[config.mk]
export PLATFORM = sky130hd
export DESIGN_NAME = drc_ctrl
export DESIGN_NICKNAME = d
export VERILOG_FILES = /design/src/rtl/drc_pkg.sv /design/src/rtl/drc_ctrl.sv
export VERILOG_INCLUDE_DIRS = /design/src /design/src/rtl
export SDC_FILE = /design/constraint.sdc
export NUM_CORES = 1
export LEC_CHECK = 0
export ABC_AREA = 1
export BUFFER_PORTS_ARGS = -buffer_cell sky130_fd_sc_hd__buf_2
export CAP_MARGIN = 10
export CORE_AREA = 5 5 42 44
export DETAILED_ROUTE_END_ITERATION = 8
export DIE_AREA = 0 0 47 49
export GPL_TIMING_DRIVEN = 0
export PLACE_DENSITY = 0.62
export SETUP_SLACK_MARGIN = 0.02
export SLEW_MARGIN = 20
export SYNTH_ARGS = -nofsm -noshare
export SYNTH_HDL_FRONTEND = slang
export SYNTH_SLANG_ARGS = --single-unit
[constraint.sdc]
create_clock -name i_clk -period 2.1 [get_ports i_clk]
set_clock_uncertainty 0.2 [all_clocks]
set_input_delay 0.42 -clock i_clk [delete_from_list [all_inputs] [get_ports i_clk]]
set_output_delay 0.42 -clock i_clk [all_outputs]
set_load 0.005 [all_outputs]
[src/rtl/assert_macros.svh]
// Assertion macros shared by the coalescer RTL.
`ifndef ASSERT_MACROS_SVH
`define ASSERT_MACROS_SVH
// Implication checked every clock, disabled while reset is asserted.
`define ASSERT_IMPL(label, clk, rst_n, ante, cons) \
    label: assert property (@(posedge clk) disable iff (!rst_n) (ante) |-> (cons)) \
        else $error("assertion failed: label");
// Next-cycle implication checked every clock, disabled while reset is asserted.
`define ASSERT_NEXT(label, clk, rst_n, ante, cons) \
    label: assert property (@(posedge clk) disable iff (!rst_n) (ante) |=> (cons)) \
        else $error("assertion failed: label");
`endif

[src/rtl/drc_pkg.sv]
// Package for the dirty region coalescer: beat types, codes, defaults.
package drc_pkg;
    localparam int BlockSlotsDef     = 16;
    localparam int RangesPerBlockDef = 8;

    localparam logic [1:0] KIND_MARK  = 2'd0;
    localparam logic [1:0] KIND_TAKE  = 2'd1;
    localparam logic [1:0] KIND_QUERY = 2'd2;

    typedef struct packed {
        logic [1:0]  kind;
        logic [15:0] block_number;
        logic [15:0] start_offset;
        logic [15:0] byte_count;
    } t_in_beat;

    typedef struct packed {
        logic [15:0] range_start;
        logic [16:0] range_length;
        logic        range_valid;
        logic        last_of_run;
        logic        has_ranges;
        logic        overflow;
    } t_out_beat;

    // Controller -> datapath commands.
    typedef struct packed {
        logic lookup;     // register the beat and search slots
        logic read_rng;   // read range at rd index of found slot, advance index
        logic scan_step;  // evaluate merge on read data
        logic commit;     // apply mark result / take clear
        logic emit;       // load output register
        logic emit_range; // output carries the read range
        logic emit_last;
    } t_cmd;

    // Datapath -> controller status.
    typedef struct packed {
        logic [1:0] kind;
        logic       zero_cnt;
        logic       found;
        logic       has;
        logic       scan_done;  // index reached the range count
        logic       hit;        // merge found
        logic       out_busy;
    } t_sts;
endpackage

[src/rtl/drc_ctrl.sv]
// Controller state machine sequencing lookup, scan, commit and emission.
`include "assert_macros.svh"
module drc_ctrl (
    input  logic          i_clk,
    input  logic          i_rst_n,
    input  logic          i_valid,
    output logic          o_ready,
    input  drc_pkg::t_sts i_sts,
    output drc_pkg::t_cmd o_cmd
);
    localparam logic [2:0] ST_IDLE = 3'd0;
    localparam logic [2:0] ST_DEC  = 3'd1;
    localparam logic [2:0] ST_SCAN = 3'd2;
    localparam logic [2:0] ST_DONE = 3'd3;
    localparam logic [2:0] ST_TRD  = 3'd4;
    localparam logic [2:0] ST_TEM  = 3'd5;

    logic [2:0] r_state, n_state;
    logic       r_rd_pend, n_rd_pend;

    always_ff @(posedge i_clk) begin
        if (!i_rst_n) begin
            r_state   <= ST_IDLE;
            r_rd_pend <= 1'b0;
        end else begin
            r_state   <= n_state;
            r_rd_pend <= n_rd_pend;
        end
    end

    always_comb begin
        n_state   = r_state;
        n_rd_pend = 1'b0;
        o_cmd     = '0;
        o_ready   = 1'b0;
        case (r_state)
            ST_IDLE: begin
                o_ready = 1'b1;
                if (i_valid) begin
                    o_cmd.lookup = 1'b1;
                    n_state = ST_DEC;
                end
            end
            ST_DEC: begin
                if (i_sts.kind == drc_pkg::KIND_MARK && !i_sts.zero_cnt) begin
                    n_state = ST_SCAN;
                end else if (i_sts.kind == drc_pkg::KIND_TAKE && i_sts.has) begin
                    n_state = ST_TRD;
                end else begin
                    n_state = ST_DONE;
                end
            end
            ST_SCAN: begin
                // read one range, then test it the next cycle
                if (r_rd_pend) begin
                    o_cmd.scan_step = 1'b1;
                end else if (i_sts.scan_done || i_sts.hit) begin
                    n_state = ST_DONE;
                end else begin
                    o_cmd.read_rng = 1'b1;
                    n_rd_pend = 1'b1;
                end
            end
            ST_DONE: begin
                if (!i_sts.out_busy) begin
                    o_cmd.commit    = 1'b1;
                    o_cmd.emit      = 1'b1;
                    o_cmd.emit_last = 1'b1;
                    n_state = ST_IDLE;
                end
            end
            ST_TRD: begin
                o_cmd.read_rng = 1'b1;
                n_state = ST_TEM;
            end
            ST_TEM: begin
                if (!i_sts.out_busy) begin
                    o_cmd.emit       = 1'b1;
                    o_cmd.emit_range = 1'b1;
                    o_cmd.emit_last  = i_sts.scan_done;
                    if (i_sts.scan_done) begin
                        o_cmd.commit = 1'b1;
                        n_state = ST_IDLE;
                    end else begin
                        n_state = ST_TRD;
                    end
                end
            end
            default: n_state = ST_IDLE;
        endcase
    end

    `ASSERT_IMPL(a_one_op, i_clk, i_rst_n, 1'b1, !(o_cmd.read_rng && o_cmd.scan_step))
    `ASSERT_NEXT(a_pend_step, i_clk, i_rst_n, r_state == ST_SCAN && o_cmd.read_rng,
                 o_cmd.scan_step)
endmodule

==> results.json, run 1 <==
{
  "power.static_leakage_nw": 0.296,
  "seq_area_sq_um": 82.6,
  "synth_compound_area_share_pct": 8.42,
  "synth_area_leader_cell": "dfxtp_1",
  "dp.cells": 102,
  "vias": 444,
  "async_flop_share_pct": 0,
  "reg2reg_from": "r_state[1]",
  "seq_area_frac_synth_pct": 21.5,
  "cp.required_ns": 1.48,
  "cpPeakStageDelay_ns": 0.30,
  "wire_per_inst_um": 8.11,
  "rsz0062_at_grt": "no",
  "yosysWarnings": 0,
  "areaGrowthSynthToFinish_pct": 36.7,
  "place.gp.congestion": 0.758,
  "synth-main-ff-cell": "dfxtp_1",
  "fillers": 171,
  "min_period_ns": 1.94,
  "avgSynthCellArea_sq_um": 5.39,
  "final_util_pct": 36.3,
  "synth_common_cells": "nand2_1 (21), nor2_1 (15), inv_1 (8), dfxtp_1 (4)",
  "fp-row-count": 14,
  "layout-drive-gt1-share_pct": 40.4,
  "intPower_mw": 0.332,
  "antenna_found_initial": 0,
  "p_sw_mw": 0.292,
  "synth-seq-cells": 4,
  "initial_core_util_pct": 26.5,
  "synth_area_sq_um": 372,
  "cellPowerDensity_nw_per_um2": 1230,
  "grt_pass1_wl_mm": 1.35,
  "max-vdd-ir-drop_uv": 481,
  "drc_errors": 0,
  "cts_sinks": 4,
  "synthTopCellsByArea": "dfxtp_1 (22%), nand2_1 (21%), nor2_1 (15%)",
  "clock_path_buffers": 2,
  "power_mw": 0.625,
  "slew_headroom_pct": 85.0,
  "switching_share_pct": 46.8,
  "grt_start_max_net_pins": 9,
  "synth-xor-area-share_pct": 0,
  "post-synth-top-area-fraction_pct": 21.5,
  "layout.cells.non_filler": 105,
  "numCtsBuffers": 3,
  "grt_pass1_vias": 362,
  "nNetsFinal": 102,
  "die_w_um": 47,
  "slowest_stage": "dfxtp_1",
  "clk_latency_ns": 0.23,
  "final_max_slew_viol_count": 0,
  "post_cts_buffers": 0,
  "dr.pass1.iters": 4,
  "via_per_inst": 4.23,
  "synth_edf_count": 0,
  "hold_start": "i_rst_n",
  "seqPwrFrac_pct": 22.6,
  "crit_path_end_kind": "primary output",
  "io_buffers": 17,
  "place_hpwl_um": 733,
  "synthAdderAreaFrac_pct": 0,
  "die-area_sq_um": 2300,
  "synthCells": 69,
  "cp.arrival_ns": 1.32,
  "setup_viol": 0,
  "worstHoldPathType": "in -> reg",
  "whs_path_depth": 3,
  "multi_input_area_sq_um": 241,
  "yosysMostFrequentCell": "nand2_1",
  "critPathMaxFanout": 8,
  "grt-ovfl-total": 0,
  "die_h_um": 49,
  "critPathKind": "reg -> out",
  "diodes": 0,
  "period_share_pct": 92.5,
  "antenna_left": 0,
  "fmax_mhz": 515,
  "hold_end": "r_rd_pend",
  "tightest_slew_ns": 0.225,
  "synthMuxAreaShare_pct": 0,
  "critPathLaunchType": "flip-flop",
  "comb_power_share_pct": 63.0,
  "rr_worst_depth": 8,
  "tns_ns": 0,
  "routed_wl_um": 852,
  "cts_tree": "yes",
  "ioPinCount": 19,
  "grt_usage_pct": 7.95,
  "cp-startpoint": "r_state[1]",
  "crit_top_cell": "nand2_1",
  "cap_violations": 0,
  "clockPowerShare_pct": 14.4,
  "clkTransAtPathRegs_ns": 0.03,
  "synth_top_family_by_area": "simple AND/OR/NAND/NOR gates",
  "hold_viol_final": 0,
  "ys_types": 15,
  "synth-simple-area-share_pct": 55.9,
  "reg2reg_slack_ns": 0.76,
  "status": "finished clean",
  "drtIter0Drc": 4,
  "core-area_sq_um": 1400,
  "ctsRootBufferMaster": "clkbuf_4",
  "htreeDepth": 1,
  "reg2reg_to": "r_state[0]",
  "synth_nets": 80,
  "path_cells": "buf_6 -> inv_2 -> nand2_1 -> nand2_1 -> nand2_1 -> nor2_2 -> o21a_1 -> buf_4 -> buf_2"
}
[kinds of logic after synthesis]
family	count (synthesis)
and+or+nand+nor	48
buffers and inverters	12
AOI/OAI and AO/OA	5
DFF	4
[worst max-delay path: cells and delay by family (launching register included)]
family,cells,cell delay (ns)
buffers and inverters,4,0.37
and+or+nand+nor,4,0.28
AOI/OAI and AO/OA,1,0.14
DFF,1,0.30
[layout by cell type, fill, tap and decap left out]
cell,netlist,final
nand2_1,21,21
buf_2,0,17
nor2_1,15,14
inv_1,8,7
nor2_2,3,4
inv_2,2,3
nand2_2,3,3
nand3_1,3,3
clkbuf_4,0,3
nor3_1,2,2
o21ai_0,2,2
dfxtp_1,4,2
dfxtp_2,0,2
buf_6,0,1
o21a_1,1,1
o21ai_2,1,1
nand3_2,1,1
a21oi_1,1,1
buf_4,2,1
[repair_timing]
action                                 in CTS  in global routing
hold buffers                                0                  0
setup endpoints to repair                   0                  1
gates resized for setup                     0                  5
endpoints found under the hold margin       0                  0
[power groups by stage]
stage | logic (mW) | registers (mW) | clock network [mW]
after floorplan | 0.291 | 0.129 | 0
after global placement | 0.386 | 0.137 | 0
after detailed placement | 0.385 | 0.137 | 0
after CTS | 0.386 | 0.135 | 0.0965
after global routing | 0.457 | 0.147 | 0.0994
final | 0.393 | 0.141 | 0.0902
[routing by layer]
layer | vias up | global-route usage, % | share of wire [%]
met5 | - | 0 | 0
met4 | 0 | 6.91 | 0
met3 | 0 | 1.11 | 5.0
met2 | 9 | 10.6 | 48
met1 | 185 | 10.5 | 47
li1 | 250 | - | -
[area by class of cell]
type                       count  share of cell area (%)
inverter                      10                    7.39
clock buffer                   3                    4.43
timing repair buffer          17                    16.7
sequential                     4                    16.3
multi-input combinational     53                    47.5
buffer                         2                    3.69
tap                           16                    3.94
[per-stage QoR]
| step | setup WS, ns | area [sq um] | hold slack, ns |
|---|---|---|---|
| finish | 0.158 | 508 | 0.243 |
| global route | 0.0135 | 508 | 0.236 |
| CTS | 0.0806 | 499 | 0.235 |
| detailed placement | 0.335 | 477 | 0.385 |
| global placement | 0.353 | 477 | 0.368 |
| floorplan | 0.429 | 372 | 0.332 |
[flip-flops by register name, summed over array words and instances, names as in the netlist]
register / count
r_state: 3
r_rd_pend: 1
[worst max path at each step]
stage | end | slack, ns | depth (start not counted)
CTS | o_cmd[3] | 0.08 | 9
global placement | o_cmd[3] | 0.35 | 9
detailed placement | o_cmd[3] | 0.33 | 9
global route | o_cmd[3] | 0.01 | 8
finish | o_cmd[3] | 0.16 | 9
floorplan | o_cmd[3] | 0.43 | 8
Power figures use the tool's default switching activity.
==> inputs of run 2 (changes only) <==
--- a/config.mk
+++ b/config.mk
@@ -13,6 +13,7 @@
 export DETAILED_ROUTE_END_ITERATION = 8
 export DIE_AREA = 0 0 47 49
 export GPL_TIMING_DRIVEN = 0
+export MAX_ROUTING_LAYER = met4
 export PLACE_DENSITY = 0.62
 export SETUP_SLACK_MARGIN = 0.02
 export SLEW_MARGIN = 20
==> constraint.sdc (replaced) <==
create_clock -name i_clk -period 1.8 [get_ports i_clk]
set_clock_uncertainty 0.2 [all_clocks]
set_input_delay 0.36 -clock i_clk [delete_from_list [all_inputs] [get_ports i_clk]]
set_output_delay 0.36 -clock i_clk [all_outputs]
set_load 0.005 [all_outputs]
==> results.json, run 2 (synthesized netlist as in run 1, its figures left out) <==
{
  "fp-row-count": 14,
  "core-area_sq_um": 1400,
  "power_mw": 0.984,
  "clock_path_buffers": 2,
  "fmax_mhz": 558,
  "top_register": "r_state",
  "antenna_left": 0,
  "grt_start_max_net_pins": 7,
  "place_hpwl_um": 733,
  "clk_latency_ns": 0.23,
  "wire_per_inst_um": 9.23,
  "fillers": 157,
  "crit_top_cell": "nand2_2",
  "cap_violations": 0,
  "drtIter0Drc": 2,
  "die-area_sq_um": 2300,
  "max-vdd-ir-drop_uv": 676,
  "worstHoldPathType": "in -> reg",
  "rr_worst_depth": 14,
  "period_share_pct": 99.5,
  "reg2reg_from": "r_state[1]",
  "cellPowerDensity_nw_per_um2": 1510,
  "seqPwrFrac_pct": 18.6,
  "cpPeakStageDelay_ns": 0.37,
  "layout_commonest_cell": "nand2_1",
  "final_max_slew_viol_count": 0,
  "hold_end": "r_state[1]",
  "ctsRootBufferMaster": "clkbuf_4",
  "whs_path_depth": 3,
  "vias": 504,
  "path_depth": 7,
  "path_buf_inv": 2,
  "via_per_inst": 4.38,
  "switching_share_pct": 44.8,
  "cp.arrival_ns": 1.23,
  "grt-ovfl-total": 0,
  "critPathMaxFanout": 6,
  "final_util_pct": 46.4,
  "status": "finished clean",
  "largest_reg_flops": 3,
  "reg2reg_to": "r_state[1]",
  "grt_pass1_vias": 417,
  "comb_power_share_pct": 70.7,
  "die_w_um": 47,
  "clkTransAtPathRegs_ns": 0.03,
  "min_period_ns": 1.79,
  "initial_core_util_pct": 26.5,
  "intPower_mw": 0.543,
  "hold_viol_final": 0,
  "diodes": 0,
  "reg2reg_slack_ns": 0.03,
  "io_buffers": 17,
  "crit_path_end_kind": "primary output",
  "critPathLaunchType": "flip-flop",
  "hold_start": "i_rst_n",
  "p_sw_mw": 0.441,
  "ioPinCount": 19,
  "areaGrowthSynthToFinish_pct": 75.1,
  "place.gp.congestion": 0.768,
  "routed_wl_mm": 1.06,
  "grt_pass1_wl_mm": 1.57,
  "numCtsBuffers": 3,
  "slew_headroom_pct": 82.2,
  "drc_errors": 0,
  "clockPowerShare_pct": 10.7,
  "layout-drive-gt1-share_pct": 57.6,
  "slowest_stage": "dfxtp_4",
  "dr.pass1.iters": 3,
  "path_cells": "nand2_2 -> nand2_2 -> nand2_2 -> nor2_2 -> o21a_1 -> buf_4 -> buf_6",
  "cp_top_family": "flip-flops",
  "rsz0062_at_grt": "yes",
  "antenna_found_initial": 0,
  "power.static_leakage_nw": 0.348,
  "cts_sinks": 4,
  "grt_usage_pct": 9.44,
  "setup_viol": 0,
  "die_h_um": 49,
  "htreeDepth": 1,
  "cp.required_ns": 1.24,
  "top_regs": "r_state (3), r_rd_pend (1)",
  "layout_common_cells": "nand2_1 (17), buf_2 (16), nor2_1 (13), buf_4 (12), nand2_2 (7)",
  "cts_tree": "yes",
  "critPathKind": "reg -> out",
  "nNetsFinal": 112,
  "tightest_slew_ns": 0.265
}
## run 2: power groups by stage
stage / clock (mW) / combinational [mW] / sequential (mW)
6_report: 0.105 / 0.695 / 0.183
4_1_cts: 0.112 / 0.578 / 0.178
3_5_place_dp: 0 / 0.449 / 0.160
2_1_floorplan: 0 / 0.340 / 0.151
3_3_place_gp: 0 / 0.451 / 0.160
5_1_grt: 0.116 / 0.773 / 0.192
## run 2: how the worst max path moves through the flow
stage | from | endpoint | slack [ns]
global placement | r_state[1] | o_cmd[3] | 0.11
global route | r_state[1] | o_cmd[3] | -0.09
finish | r_state[0] | o_cmd[3] | 0.009
floorplan | r_state[1] | o_cmd[3] | 0.19
CTS | r_state[1] | o_cmd[3] | -0.03
detailed placement | r_state[1] | o_cmd[3] | 0.09
## run 2: what timing repair did
action,4_1_cts,5_1_grt
endpoints found under the setup margin,2,7
resized for setup,9,14
hold buffers,0,0
pin swaps,1,6
gates cloned,0,0
buffers inserted,10,1
## run 2: stage by stage
step | setup WS, ns | hold slack [ns] | cell area (sq um) | instances | setup TNS (ns)
2_1_floorplan | 0.189 | 0.272 | 372 | 69 | 0
3_3_place_gp | 0.113 | 0.368 | 477 | 102 | 0
3_5_place_dp | 0.0947 | 0.385 | 477 | 102 | 0
4_1_cts | -0.0349 | 0.175 | 589 | 114 | -0.0456
5_1_grt | -0.0899 | 0.175 | 651 | 115 | -0.284
6_report | 0.00902 | 0.184 | 651 | 115 | 0
## run 2: final cells by class
type                       count  area [sq um]  area share (%)
multi-input combinational     53           298            45.8
sequential                     4          91.3            14.0
tap                           16          20.0            3.08
clock buffer                   3          22.5            3.46
buffer                         1          7.51            1.15
timing repair buffer          28           174            26.7
inverter                      10          37.5            5.77
## run 2: routing by layer
layer	GRT usage, %	vias to the layer above	share of wire, %
met3	1.11	0	3.9
met2	13.8	9	52
met4	6.91	0	0
met1	11.4	223	44
met5	-	-	0
li1	-	272	-
## run 2: worst min-delay path, stage by stage
cell     delay (ns)
buf_2          0.12
nand2_1        0.06
nor2_1         0.03
